--- config.mk ---
export PLATFORM = sky130hd
export DESIGN_NAME = packet_to_flit_segmenter_top
export DESIGN_NICKNAME = d
export VERILOG_FILES = /design/src/design/p2f_pkg.sv /design/src/design/p2f_sequencer.sv /design/src/design/p2f_datapath.sv /design/src/design/packet_to_flit_segmenter_top.sv
export SDC_FILE = /design/constraint.sdc
export NUM_CORES = 1
export LEC_CHECK = 0
export ABC_AREA = 0
export BUFFER_PORTS_ARGS = -buffer_cell sky130_fd_sc_hd__clkbuf_2
export CAP_MARGIN = 30
export CORE_ASPECT_RATIO = 1.5
export CORE_UTILIZATION = 30
export CTS_CLUSTER_DIAMETER = 120
export DETAILED_ROUTE_END_ITERATION = 8
export PLACE_DENSITY = 0.57
export SLEW_MARGIN = 30
export SYNTH_ARGS = -nofsm -noshare
export SYNTH_HDL_FRONTEND = slang
export SYNTH_SLANG_ARGS = --single-unit
--- constraint.sdc ---
create_clock -name clock -period 11.5 [get_ports clock]
set_input_delay 1.725 -clock clock [delete_from_list [all_inputs] [get_ports clock]]
set_output_delay 1.725 -clock clock [all_outputs]
set_load 0.005 [all_outputs]
--- src/design/p2f_pkg.sv ---
// Shared types, constants and the microcode table of the packet to flit segmenter.
// Used by p2f_sequencer, p2f_datapath and packet_to_flit_segmenter_top.
`default_nettype none

package p2f_pkg;

   localparam int REQ_DATA_W = 120;
   localparam int RSP_DATA_W = 176;
   localparam int SUBNET_W   = 3;
   localparam int CSR_DATA_W = 16;
   localparam int CSR_INDEX_W = 3;

   localparam logic [30:0] PRI_TOP = 31'h7FFF_FFFF;

   localparam logic [CSR_INDEX_W-1:0] CSR_PRIORITY_MODE = 3'd0;
   localparam logic [CSR_INDEX_W-1:0] CSR_SUBNET_COUNT  = 3'd1;
   localparam logic [CSR_INDEX_W-1:0] CSR_NODE_COUNT    = 3'd2;
   localparam logic [CSR_INDEX_W-1:0] CSR_CLASS_PRI_0   = 3'd3;
   localparam logic [CSR_INDEX_W-1:0] CSR_CLASS_PRI_1   = 3'd4;
   localparam logic [CSR_INDEX_W-1:0] CSR_CLASS_PRI_2   = 3'd5;
   localparam logic [CSR_INDEX_W-1:0] CSR_CLASS_PRI_3   = 3'd6;

   localparam logic [1:0] MODE_NONE     = 2'd0;
   localparam logic [1:0] MODE_CLASS    = 2'd1;
   localparam logic [1:0] MODE_AGE      = 2'd2;
   localparam logic [1:0] MODE_SEQUENCE = 2'd3;

   localparam logic [2:0] KIND_ANY = 3'd4;

   typedef logic [1:0] step_type;

   localparam step_type STEP_WAIT  = 2'd0;
   localparam step_type STEP_CHECK = 2'd1;
   localparam step_type STEP_FLIT  = 2'd2;
   localparam step_type STEP_ERROR = 2'd3;

   typedef enum logic [1:0] {
      COND_ACCEPT,
      COND_BAD,
      COND_FIRE,
      COND_FIRE_LAST
   } cond_type;

   typedef struct packed {
      logic     take;
      logic     emit;
      logic     err;
      cond_type cond;
      step_type target;
      logic     advance;
   } ucode_type;

   typedef struct packed {
      logic take;
      logic emit;
      logic err;
   } ctrl_type;

   typedef struct packed {
      logic accept;
      logic bad;
      logic fire;
      logic last;
   } status_type;

   typedef struct packed {
      logic [1:0]        mode;
      logic [3:0]        subnets;
      logic [6:0]        nodes;
      logic [3:0][15:0]  class_pri;
   } cfg_type;

   function automatic ucode_type ucode_rom(input step_type step);
      ucode_type word;
      word = '{take: 1'b0, emit: 1'b0, err: 1'b0, cond: COND_ACCEPT,
               target: STEP_WAIT, advance: 1'b0};
      unique case (step)
         STEP_WAIT: begin
            word = '{take: 1'b1, emit: 1'b0, err: 1'b0, cond: COND_ACCEPT,
                     target: STEP_CHECK, advance: 1'b0};
         end
         STEP_CHECK: begin
            word = '{take: 1'b0, emit: 1'b0, err: 1'b0, cond: COND_BAD,
                     target: STEP_ERROR, advance: 1'b1};
         end
         STEP_FLIT: begin
            word = '{take: 1'b0, emit: 1'b1, err: 1'b0, cond: COND_FIRE_LAST,
                     target: STEP_WAIT, advance: 1'b0};
         end
         STEP_ERROR: begin
            word = '{take: 1'b0, emit: 1'b1, err: 1'b1, cond: COND_FIRE,
                     target: STEP_WAIT, advance: 1'b0};
         end
         default: begin
            word = '{take: 1'b0, emit: 1'b0, err: 1'b0, cond: COND_ACCEPT,
                     target: STEP_WAIT, advance: 1'b0};
         end
      endcase
      return word;
   endfunction

endpackage

`default_nettype wire

--- src/design/p2f_sequencer.sv ---
// Step counter and microcode fetch with conditional jumps.
// Depends on p2f_pkg for the control word table and the status and control structs.
`default_nettype none

module p2f_sequencer
   import p2f_pkg::*;
(
   input  wire logic       clock,
   input  wire logic       reset,
   input  wire status_type status,
   output ctrl_type        ctrl
);

   step_type  step_ff;
   step_type  step_in;
   ucode_type word;
   logic      cond_met;

   assign word = ucode_rom(step_ff);

   always_comb begin
      unique case (word.cond)
         COND_ACCEPT:    cond_met = status.accept;
         COND_BAD:       cond_met = status.bad;
         COND_FIRE:      cond_met = status.fire;
         COND_FIRE_LAST: cond_met = status.fire & status.last;
         default:        cond_met = 1'b0;
      endcase
   end

   always_comb begin
      priority if (cond_met) begin
         step_in = word.target;
      end else if (word.advance) begin
         step_in = step_ff + 2'd1;
      end else begin
         step_in = step_ff;
      end
   end

   always_ff @(posedge clock) begin
      if (reset) begin
         step_ff <= STEP_WAIT;
      end else begin
         step_ff <= step_in;
      end
   end

   assign ctrl = '{take: word.take, emit: word.emit, err: word.err};

endmodule

`default_nettype wire

--- src/design/p2f_datapath.sv ---
// Request capture, checks, priority and kind, flit and packet counters and output register.
// Depends on p2f_pkg; driven by the control word from p2f_sequencer.
`default_nettype none

module p2f_datapath
   import p2f_pkg::*;
#(
   parameter int FLIT_BYTES  = 8,
   parameter int MAX_FLITS   = 64,
   parameter int NUM_CLASSES = 4
) (
   input  wire logic                  clock,
   input  wire logic                  reset,
   input  wire cfg_type               cfg,
   input  wire ctrl_type              ctrl,
   output status_type                 status,
   input  wire logic                  req_tvalid,
   input  wire logic [REQ_DATA_W-1:0] req_tdata,
   input  wire logic [SUBNET_W-1:0]   req_tuser,
   output logic                       rsp_tvalid,
   input  wire logic                  rsp_tready,
   output logic [RSP_DATA_W-1:0]      rsp_tdata,
   output logic                       rsp_tlast,
   output logic                       rsp_tuser
);

   localparam logic [9:0]  STEP_BYTES = 10'(FLIT_BYTES);
   localparam logic [12:0] MAX_BYTES  = 13'(MAX_FLITS * FLIT_BYTES);
   localparam logic [2:0]  CLASS_LIM  = 3'(NUM_CLASSES);

   logic [5:0]  src_ff;
   logic [1:0]  cls_ff;
   logic [30:0] created_ff;
   logic [31:0] tag_ff;
   logic [2:0]  subnet_ff;
   logic [6:0]  dest_ff;
   logic [30:0] seq_ff;
   logic [9:0]  rem_ff;
   logic [9:0]  rem_in;
   logic        head_ff;
   logic        head_in;
   logic        size_zero_ff;
   logic        size_big_ff;

   logic [31:0] flit_ctr_ff;
   logic [31:0] flit_ctr_in;
   logic [31:0] pkt_ctr_ff;
   logic [31:0] pkt_ctr_in;

   logic                  rsp_valid_ff;
   logic                  rsp_valid_in;
   logic [RSP_DATA_W-1:0] rsp_data_ff;
   logic [RSP_DATA_W-1:0] rsp_data_in;
   logic                  rsp_last_ff;
   logic                  rsp_last_in;
   logic                  rsp_err_ff;
   logic                  rsp_err_in;

   logic        accept;
   logic        fire;
   logic        last;
   logic        bad;
   logic [6:0]  nodes;
   logic [2:0]  subnet_eff;
   logic        subnet_bad;
   logic [2:0]  kind;
   logic [30:0] pri;

   assign accept = req_tvalid & ctrl.take;
   assign fire   = ctrl.emit & (~rsp_valid_ff | rsp_tready);
   assign last   = rem_ff <= STEP_BYTES;

   assign nodes = (cfg.nodes > 7'd64) ? 7'd64 : cfg.nodes;

   always_comb begin
      subnet_bad = 1'b0;
      subnet_eff = subnet_ff;
      if (cfg.subnets == 4'd1) begin
         subnet_eff = 3'd0;
      end else if ({1'b0, subnet_ff} >= cfg.subnets) begin
         subnet_bad = 1'b1;
      end
   end

   assign bad  = (dest_ff >= nodes) | subnet_bad | size_zero_ff | size_big_ff;
   assign kind = (subnet_eff < 3'd4) ? subnet_eff : KIND_ANY;

   always_comb begin
      unique case (cfg.mode)
         MODE_CLASS: begin
            pri = ({1'b0, cls_ff} < CLASS_LIM) ? {15'd0, cfg.class_pri[cls_ff]} : 31'd0;
         end
         MODE_AGE:      pri = PRI_TOP - created_ff;
         MODE_SEQUENCE: pri = PRI_TOP - seq_ff;
         MODE_NONE:     pri = 31'd0;
         default:       pri = 31'd0;
      endcase
   end

   always_comb begin
      rem_in      = rem_ff;
      head_in     = head_ff;
      flit_ctr_in = flit_ctr_ff;
      pkt_ctr_in  = pkt_ctr_ff;
      if (accept) begin
         rem_in  = req_tdata[15:6];
         head_in = 1'b1;
      end else if (fire && !ctrl.err) begin
         rem_in      = last ? rem_ff : rem_ff - STEP_BYTES;
         head_in     = 1'b0;
         flit_ctr_in = flit_ctr_ff + 32'd1;
         if (last) begin
            pkt_ctr_in = pkt_ctr_ff + 32'd1;
         end
      end
   end

   always_comb begin
      rsp_valid_in = rsp_valid_ff;
      rsp_data_in  = rsp_data_ff;
      rsp_last_in  = rsp_last_ff;
      rsp_err_in   = rsp_err_ff;
      if (fire) begin
         rsp_valid_in = 1'b1;
         rsp_err_in   = ctrl.err;
         rsp_last_in  = ctrl.err | last;
         rsp_data_in  = {tag_ff,
                         created_ff,
                         ctrl.err ? 31'd0 : pri,
                         cls_ff,
                         src_ff,
                         ctrl.err ? 3'd0 : kind,
                         (head_ff && !ctrl.err) ? dest_ff[5:0] : 6'd0,
                         head_ff & ~ctrl.err,
                         pkt_ctr_ff,
                         flit_ctr_ff};
      end else if (rsp_tready) begin
         rsp_valid_in = 1'b0;
      end
   end

   always_ff @(posedge clock) begin
      if (accept) begin
         src_ff       <= req_tdata[5:0];
         cls_ff       <= req_tdata[17:16];
         created_ff   <= req_tdata[48:18];
         tag_ff       <= req_tdata[80:49];
         dest_ff      <= req_tdata[87:81];
         seq_ff       <= req_tdata[118:88];
         subnet_ff    <= req_tuser;
         size_zero_ff <= req_tdata[15:6] == 10'd0;
         size_big_ff  <= {3'd0, req_tdata[15:6]} > MAX_BYTES;
      end
      rem_ff      <= rem_in;
      head_ff     <= head_in;
      rsp_data_ff <= rsp_data_in;
      rsp_last_ff <= rsp_last_in;
      rsp_err_ff  <= rsp_err_in;
   end

   always_ff @(posedge clock) begin
      if (reset) begin
         flit_ctr_ff  <= 32'd0;
         pkt_ctr_ff   <= 32'd0;
         rsp_valid_ff <= 1'b0;
      end else begin
         flit_ctr_ff  <= flit_ctr_in;
         pkt_ctr_ff   <= pkt_ctr_in;
         rsp_valid_ff <= rsp_valid_in;
      end
   end

   assign status     = '{accept: accept, bad: bad, fire: fire, last: last};
   assign rsp_tvalid = rsp_valid_ff;
   assign rsp_tdata  = rsp_data_ff;
   assign rsp_tlast  = rsp_last_ff;
   assign rsp_tuser  = rsp_err_ff;

endmodule

`default_nettype wire

--- src/design/packet_to_flit_segmenter_top.sv ---
// Channel   Direction  Handshake              Payload
// req_      in         req_tvalid/req_tready  req_tdata, req_tuser (subnet index)
// rsp_      out        rsp_tvalid/rsp_tready  rsp_tdata, rsp_tlast (tail), rsp_tuser (error)
// csr_      in         csr_valid/csr_ready    csr_index, csr_data
//
// A packet passes one step to take the transaction, one check step, then one flit
// per cycle from the microcoded flit step while the output is ready; a bad request
// goes to an error step. Output backpressure holds the flit step; the output register lets
// the next request be taken while the last result still waits. Reset is synchronous
// and needs no clearing pass. Top level: registers, sequencer and datapath.
`default_nettype none

module packet_to_flit_segmenter_top
   import p2f_pkg::*;
#(
   parameter int FLIT_BYTES  = 8,
   parameter int MAX_FLITS   = 64,
   parameter int NUM_CLASSES = 4
) (
   input  wire logic                   clock,
   input  wire logic                   reset,
   input  wire logic                   req_tvalid,
   output logic                        req_tready,
   // source_node, size_bytes, traffic_class, create_time, request_tag, dest_node,
   // sequence_number, then one zero pad bit
   input  wire logic [REQ_DATA_W-1:0]  req_tdata,
   // subnet_index
   input  wire logic [SUBNET_W-1:0]    req_tuser,
   output logic                        rsp_tvalid,
   input  wire logic                   rsp_tready,
   // flit_number, packet_number, is_head, dest_out, flit_kind, source_out, class_out,
   // priority_out, created_out, tag_out
   output logic [RSP_DATA_W-1:0]       rsp_tdata,
   output logic                        rsp_tlast,
   // error_flag
   output logic                        rsp_tuser,
   input  wire logic                   csr_valid,
   output logic                        csr_ready,
   input  wire logic [CSR_INDEX_W-1:0] csr_index,
   input  wire logic [CSR_DATA_W-1:0]  csr_data
);

   cfg_type    cfg_ff;
   cfg_type    cfg_in;
   ctrl_type   ctrl;
   status_type status;

   assign csr_ready = 1'b1;

   always_comb begin
      cfg_in = cfg_ff;
      if (csr_valid) begin
         unique case (csr_index)
            CSR_PRIORITY_MODE: cfg_in.mode         = csr_data[1:0];
            CSR_SUBNET_COUNT:  cfg_in.subnets      = csr_data[3:0];
            CSR_NODE_COUNT:    cfg_in.nodes        = csr_data[6:0];
            CSR_CLASS_PRI_0:   cfg_in.class_pri[0] = csr_data;
            CSR_CLASS_PRI_1:   cfg_in.class_pri[1] = csr_data;
            CSR_CLASS_PRI_2:   cfg_in.class_pri[2] = csr_data;
            CSR_CLASS_PRI_3:   cfg_in.class_pri[3] = csr_data;
            default:           cfg_in = cfg_ff;
         endcase
      end
   end

   always_ff @(posedge clock) begin
      if (reset) begin
         cfg_ff <= '{mode: MODE_NONE, subnets: 4'd1, nodes: 7'd64, class_pri: '0};
      end else begin
         cfg_ff <= cfg_in;
      end
   end

   p2f_sequencer u_sequencer (
      .clock  (clock),
      .reset  (reset),
      .status (status),
      .ctrl   (ctrl)
   );

   p2f_datapath #(
      .FLIT_BYTES  (FLIT_BYTES),
      .MAX_FLITS   (MAX_FLITS),
      .NUM_CLASSES (NUM_CLASSES)
   ) u_datapath (
      .clock      (clock),
      .reset      (reset),
      .cfg        (cfg_ff),
      .ctrl       (ctrl),
      .status     (status),
      .req_tvalid (req_tvalid),
      .req_tdata  (req_tdata),
      .req_tuser  (req_tuser),
      .rsp_tvalid (rsp_tvalid),
      .rsp_tready (rsp_tready),
      .rsp_tdata  (rsp_tdata),
      .rsp_tlast  (rsp_tlast),
      .rsp_tuser  (rsp_tuser)
   );

   assign req_tready = ctrl.take;

`ifndef SYNTHESIS
   a_error_is_tail : assert property (@(posedge clock) disable iff (reset)
      rsp_tvalid && rsp_tuser |-> rsp_tlast && !rsp_tdata[64])
      else $error("error transaction without tail or with head mark");

   a_take_one : assert property (@(posedge clock) disable iff (reset)
      req_tvalid && req_tready |=> !req_tready)
      else $error("second request taken before the first was segmented");

   a_no_emit_while_taking : assert property (@(posedge clock) disable iff (reset)
      ctrl.take |-> !ctrl.emit && !status.fire)
      else $error("flit emitted during the request step");
`endif

endmodule

`default_nettype wire

# After elaboration in Yosys (flattened, before gate mapping)
# Cells that the tools add are included.
[op_classes]
addsub = 6
magnitude_cmp = 7
eq_ne = 17
muxes = 17
bitwise_logic = 13
reduce_logical = 22
[op_table]
columns = ["op", "count"]
rows = [
  ["case mux 31 bit (4 select lines)", 1],
  ["adder 32 x 1 -> 32 bit (second input constant)", 2],
  ["subtractor 31 bit (first input constant)", 2],
  ["binary-select mux 16 bit (select 2 bit)", 1],
  ["case mux 8 bit (4 select lines)", 1],
  ["two-way mux 10 bit", 3],
  ["AND reduction 2 bit", 9],
  ["two-way mux 16 bit", 1],
  ["equality test 2 bit (second input constant)", 6],
  ["greater-than comparator 10 bit (second input constant)", 1],
  ["less-or-equal comparator 10 x 4 -> 1 bit (second input constant)", 1],
  ["zero test 10 bit", 1],
  ["subtractor 10 x 4 -> 10 bit (second input constant)", 1],
  ["equality test 3 bit (second input constant)", 3],
  ["greater-or-equal comparator 7 bit", 1],
  ["greater-than comparator 7 bit (second input constant)", 1],
  ["two-way mux 7 bit", 1],
  ["equality test 2 x 1 -> 1 bit (second input constant)", 3],
  ["equality test 3 x 2 -> 1 bit (second input constant)", 2],
  ["zero test 2 bit", 3],
  ["two-way mux 3 bit", 2],
  ["nonzero test 2 bit", 3],
  ["OR 1 bit", 5],
  ["bitwise AND 1 bit", 4],
  ["other kinds (16)", 24],
]
[totals]
reg_bits = 447
input_bits = 147
out_inout_bits = 181
word_cells = 110

# Longest topological paths before layout
[logic_depth]
word_depth = 8
depth_mapped = 10
ltp_nobuf = 9

# Cells and area by module
# A second synthesis with hierarchy kept.
[hier_totals]
cells_unflattened = 1194
hier_area_um2 = 17152.7
[by_module_without_submodules]
columns = ["module", "instances", "cells_per_inst", "area_per_inst_um2", "seq_area_each_um2"]
rows = [
  ["p2f_datapath", 1, 891, 13842.0, 10390.0],
  ["packet_to_flit_segmenter_top", 1, 281, 3111.7, 1541.5],
  ["p2f_sequencer", 1, 22, 198.9, 40.0],
]

# Worst setup path after synthesis
# Ideal clock, no wire load.
[synth_path]
kind = "input to register"
start = "input port rsp_tready"
end = "register u_datapath.rsp_data_ff[0], in the netlist u_datapath.rsp_tdata[0], enable pin"
setup_time_ps = 718
t_arrival_ps = 9368
required_ps = 10782
slack_ps = 1414
path_stages = 3
n_path_buf = 1
path_cell_list = "nor2b_1 > clkbuf_1 > nor2_1"
[synth_via]
elab_chain_len = 2
[synth_lines]
columns = ["item", "line_no", "source"]
rows = [
  ["start: declaration", "packet_to_flit_segmenter_top.sv:30", "input wire logic rsp_tready,"],
  ["OR 1 bit", "p2f_datapath.sv:70", "assign fire = ctrl.emit & (~rsp_valid_ff | rsp_tready);"],
  ["bitwise AND 1 bit", "p2f_datapath.sv:70", ""],
  ["via u_datapath.fire", "p2f_datapath.sv:60", "logic fire;"],
  ["end signal: assignment", "p2f_datapath.sv:156", "rsp_data_ff <= rsp_data_in;"],
  ["end: declaration", "p2f_datapath.sv:52", "logic [RSP_DATA_W-1:0] rsp_data_ff;"],
]
# The timed path passes the listed nets, and every way through them passes these cells.
# A chain may end at the register's enable or synchronous reset.

# Worst setup path after layout
[layout_path]
start = "input port req_tvalid"
end = "register u_datapath.pkt_ctr_ff[4]"
[layout_via]
elab_chain_len = 3
[layout_lines]
columns = ["item", "line_no", "source"]
rows = [
  ["start: declaration", "packet_to_flit_segmenter_top.sv:22", "input wire logic req_tvalid,"],
  ["bitwise AND 1 bit", "p2f_datapath.sv:69", "assign accept = req_tvalid & ctrl.take;"],
  ["NOT 1 bit (no line)", "-", ""],
  ["AND reduction 3 bit (no line)", "-", ""],
  ["end signal: assignment", "p2f_datapath.sv:168", "pkt_ctr_ff <= pkt_ctr_in;"],
  ["end: declaration", "p2f_datapath.sv:47", "logic [31:0] pkt_ctr_ff;"],
]
# Every way passes these cells.

==> summary.txt <==
Synthesis
  • Netlist cell types: 52
  • Asr flop ratio synth: 0%
  • Register area share after synthesis: 72.8%
  • Syn Nets: 1,350
  • Mapped Cells: 1,185
  • Syn Std Cell Area: 16,400 sq um
  • Synth Register Bits: 447
  • YS warnings: 0
  • Synth Area per Inst: 13.9 sq um
  • Synth Flop Type: edfxtp_1
  • EDFF count, synth: 302

Floorplanning
  • Die width: 193 microns
  • Die Span Y: 289 microns
  • CORE AREA: 53,900 sq um
  • Die area: 55,700 sq um
  • Top Ports: 328
  • Site Rows: 104
  • Initial core utilization: 30.5%

Worst hold path
  • Hold crit path type: reg -> reg

Clock network
  • Setup bufs post-CTS: 0
  • CTS root buf: clkbuf_16
  • CTS sink cnt: 447
  • Clk slew on worst S/H paths: 70 ps
  • CTS tree: yes
  • TritonCTS Buffers: 44
  • Max H-tree Level: 2
  • Hold buffers post-CTS: 0
  • Worst-case clock buffer depth: 3
  • Clk_lat worst skew: 580 ps
  • Resized cells post-CTS: 0

Placed design
  • Pre-CTS setup slack: 7260 ps
  • Port buffer count: 325
  • Placed Area: 18,800 sq um
  • DPL Wire Length: 26,600 microns
  • Routability congestion estimate: 0.769

GRT
  • Largest net degree at the start of global routing: 88
  • Global Route Usage Sum: 13.7%
  • Vias in the first global route: 10,000
  • Initial antenna violation count: 0
  • GR Overflow Total: 0
  • First-pass GRT wire length: 57,900 microns

Timing
  • Worst Tran Pin Value: 964 ps
  • Final WS setup: 7920 ps
  • Final worst-path cycle share: 31.1%
  • Post-layout minimum cycle time: 3580 ps
  • Unrepaired setup endpoints after global routing: false
  • Rel. slew slack: 35.7%
  • F_max: 279 MHz
  • Pins Over Slew Limit: 0
  • Clk_skew: 20.8 ps
  • # setup viols final: 0
  • Post-route setup TNS: 0 ps
  • Final Hold Vio Count: 0

Detailed routing
  • DRC violations left: 24
  • Antenna-violating nets left: 0
  • DRT iter0 DRCs: 481
  • Final WL: 39,500 microns
  • First-pass iteration count of the detailed router: 7
  • Post-DR wirelength/cell: 17.6 microns
  • DR vias/cell: 4.57
  • Vias: 10,200

Cells and area
  • Design area: 20,400 sq um
  • Nets: 1,680
  • Most frequent cells in the layout: clkbuf_2 (324), edfxtp_1 (302), nand2_1 (166)
  • Final Util: 37.9%
  • P&R area growth vs syn: 24.1%
  • ANT cells: 0
  • Layout cells sized above 1: 28.8%
  • Most common cell after layout, fill and taps aside: clkbuf_2

Critical path
  • Worst-path cell chain: clkbuf_2 -> nand2_1 -> inv_6 -> nor3_2 -> and3_1 -> and3_2 -> xnor2_1 -> nor2_1
  • CP max stage delay: 650 ps
  • Critical path buffers and inverters: 2
  • Worst setup EP type: flip-flop
  • Top delay family on crit path: simple AND/OR/NAND/NOR gates
  • CP startpoint kind: input port
  • Worst path slowest cell: nor3_2
  • Critical Path RT: 11,920 ps
  • CP Data Arrival Time: 4010 ps
  • Max Fanout on Critical Path: 53
  • Setup CP Type: in -> reg

Run status
  • Violated checks: DRC
  • Run status: finished with violations

Power and ir drop
  • Power consumption: 4.45 mW
  • Worst vdd ir: 0.127 mV
  • Pwr dens: 218 nW/um^2
  • P_leak: 7.52 nW

Flow run
  • Max-cap violation count: 0
## per-stage QoR
step | cells | hold WS (ps)
floorplan | 1185 | 400
global placement | 2158 | 401
detailed placement | 2158 | 405
CTS | 2240 | 420
global route | 2240 | 428
finish | 2240 | 418
## flip-flops by register name (all words and copies together), names as in the netlist, 2 cells and up
name	flops
u_datapath.rsp_tdata	176
cfg_ff	77
u_datapath.flit_ctr_ff	32
u_datapath.pkt_ctr_ff	32
u_datapath.tag_ff	32
u_datapath.created_ff	31
u_datapath.seq_ff	31
u_datapath.rem_ff	10
u_datapath.dest_ff	7
u_datapath.src_ff	6
u_datapath.subnet_ff	3
u_datapath.cls_ff	2
u_sequencer.step_ff	2
## Yosys cell counts (2+ instances only)
library cell	n	area share, %
edfxtp_1	302	55
nand2_1	166	3.8
dfxtp_1	145	18
nor2_1	107	2.4
a21oi_1	75	2.3
xor2_1	48	2.6
clkbuf_1	44	1.0
mux2i_1	28	1.7
and3_1	23	0.88
nand3_1	22	0.67
nor2b_1	21	0.80
ha_1	18	1.4
nand4_1	17	0.65
a22oi_1	16	0.73
mux4_2	16	2.2
xnor2_1	16	0.85
a211oi_1	15	0.69
inv_1	14	0.32
o21ai_0	13	0.40
and4_1	9	0.48
and2_1	8	0.30
nand2b_1	8	0.30
buf_2	7	0.21
nor3_1	7	0.21
or3_1	5	0.19
nor4_4	3	0.39
nand4_2	2	0.15
nor4_1	2	0.076
nor4b_1	2	0.11
o31ai_1	2	0.091
or2_2	2	0.076
or3_4	2	0.14
## where the power goes
part	leakage, nW	total, mW	internal, mW	switching (mW)
Sequential	3.94	2.26	2.15	0.116
Combinational	2.81	0.649	0.222	0.427
Clock	0.772	1.54	0.908	0.630
Total	7.52	4.45	3.28	1.17
## metal layers
metal | routed length [microns] | up-vias | track usage [%] | part of all wire [%]
met2 | 21000 | 288 | 24.4 | 53
li1 | - | 4927 | - | -
met5 | 0 | - | 0 | 0
met4 | 1400 | 0 | 6.04 | 3.5
met3 | 2320 | 74 | 3.24 | 5.9
met1 | 14700 | 4949 | 15.4 | 37
## path summary, 6_finish.rpt
| path | from | to | slack (ps) | cells past startpoint |
|---|---|---|---|---|
| worst max-delay path | req_tvalid | u_datapath.pkt_ctr_ff[4] | 7920 | 8 |
| worst min-delay path | u_datapath.tag_ff[21] | u_datapath.rsp_tdata[165] | 420 | 0 |
| worst max register to register | u_sequencer.step_ff[0] | u_datapath.pkt_ctr_ff[4] | 8340 | 9 |
| worst min register to register | u_datapath.tag_ff[21] | u_datapath.rsp_tdata[165] | 420 | 0 |
## area by class of cell
cell class              instances  area (sq um)
clock buffers                  64          1300
clock inverters                18           267
fillers                      5224         33500
inverters                      15          61.3
multi-input cells             670          4220
flip-flops and latches        447         12000
well taps                     689           862
repair buffers                337          1730
## logic make-up after synthesis
group | Yosys count | synth area share [%]
other cells | 1 | 0.0228
fa+ha+maj | 18 | 1.37
flops | 447 | 72.8
xor+xnor | 64 | 3.41
compound gates | 129 | 4.62
mux | 44 | 3.90
simple gates | 414 | 12.2
buf+inv | 68 | 1.63
Power figures use the tool's default switching activity.
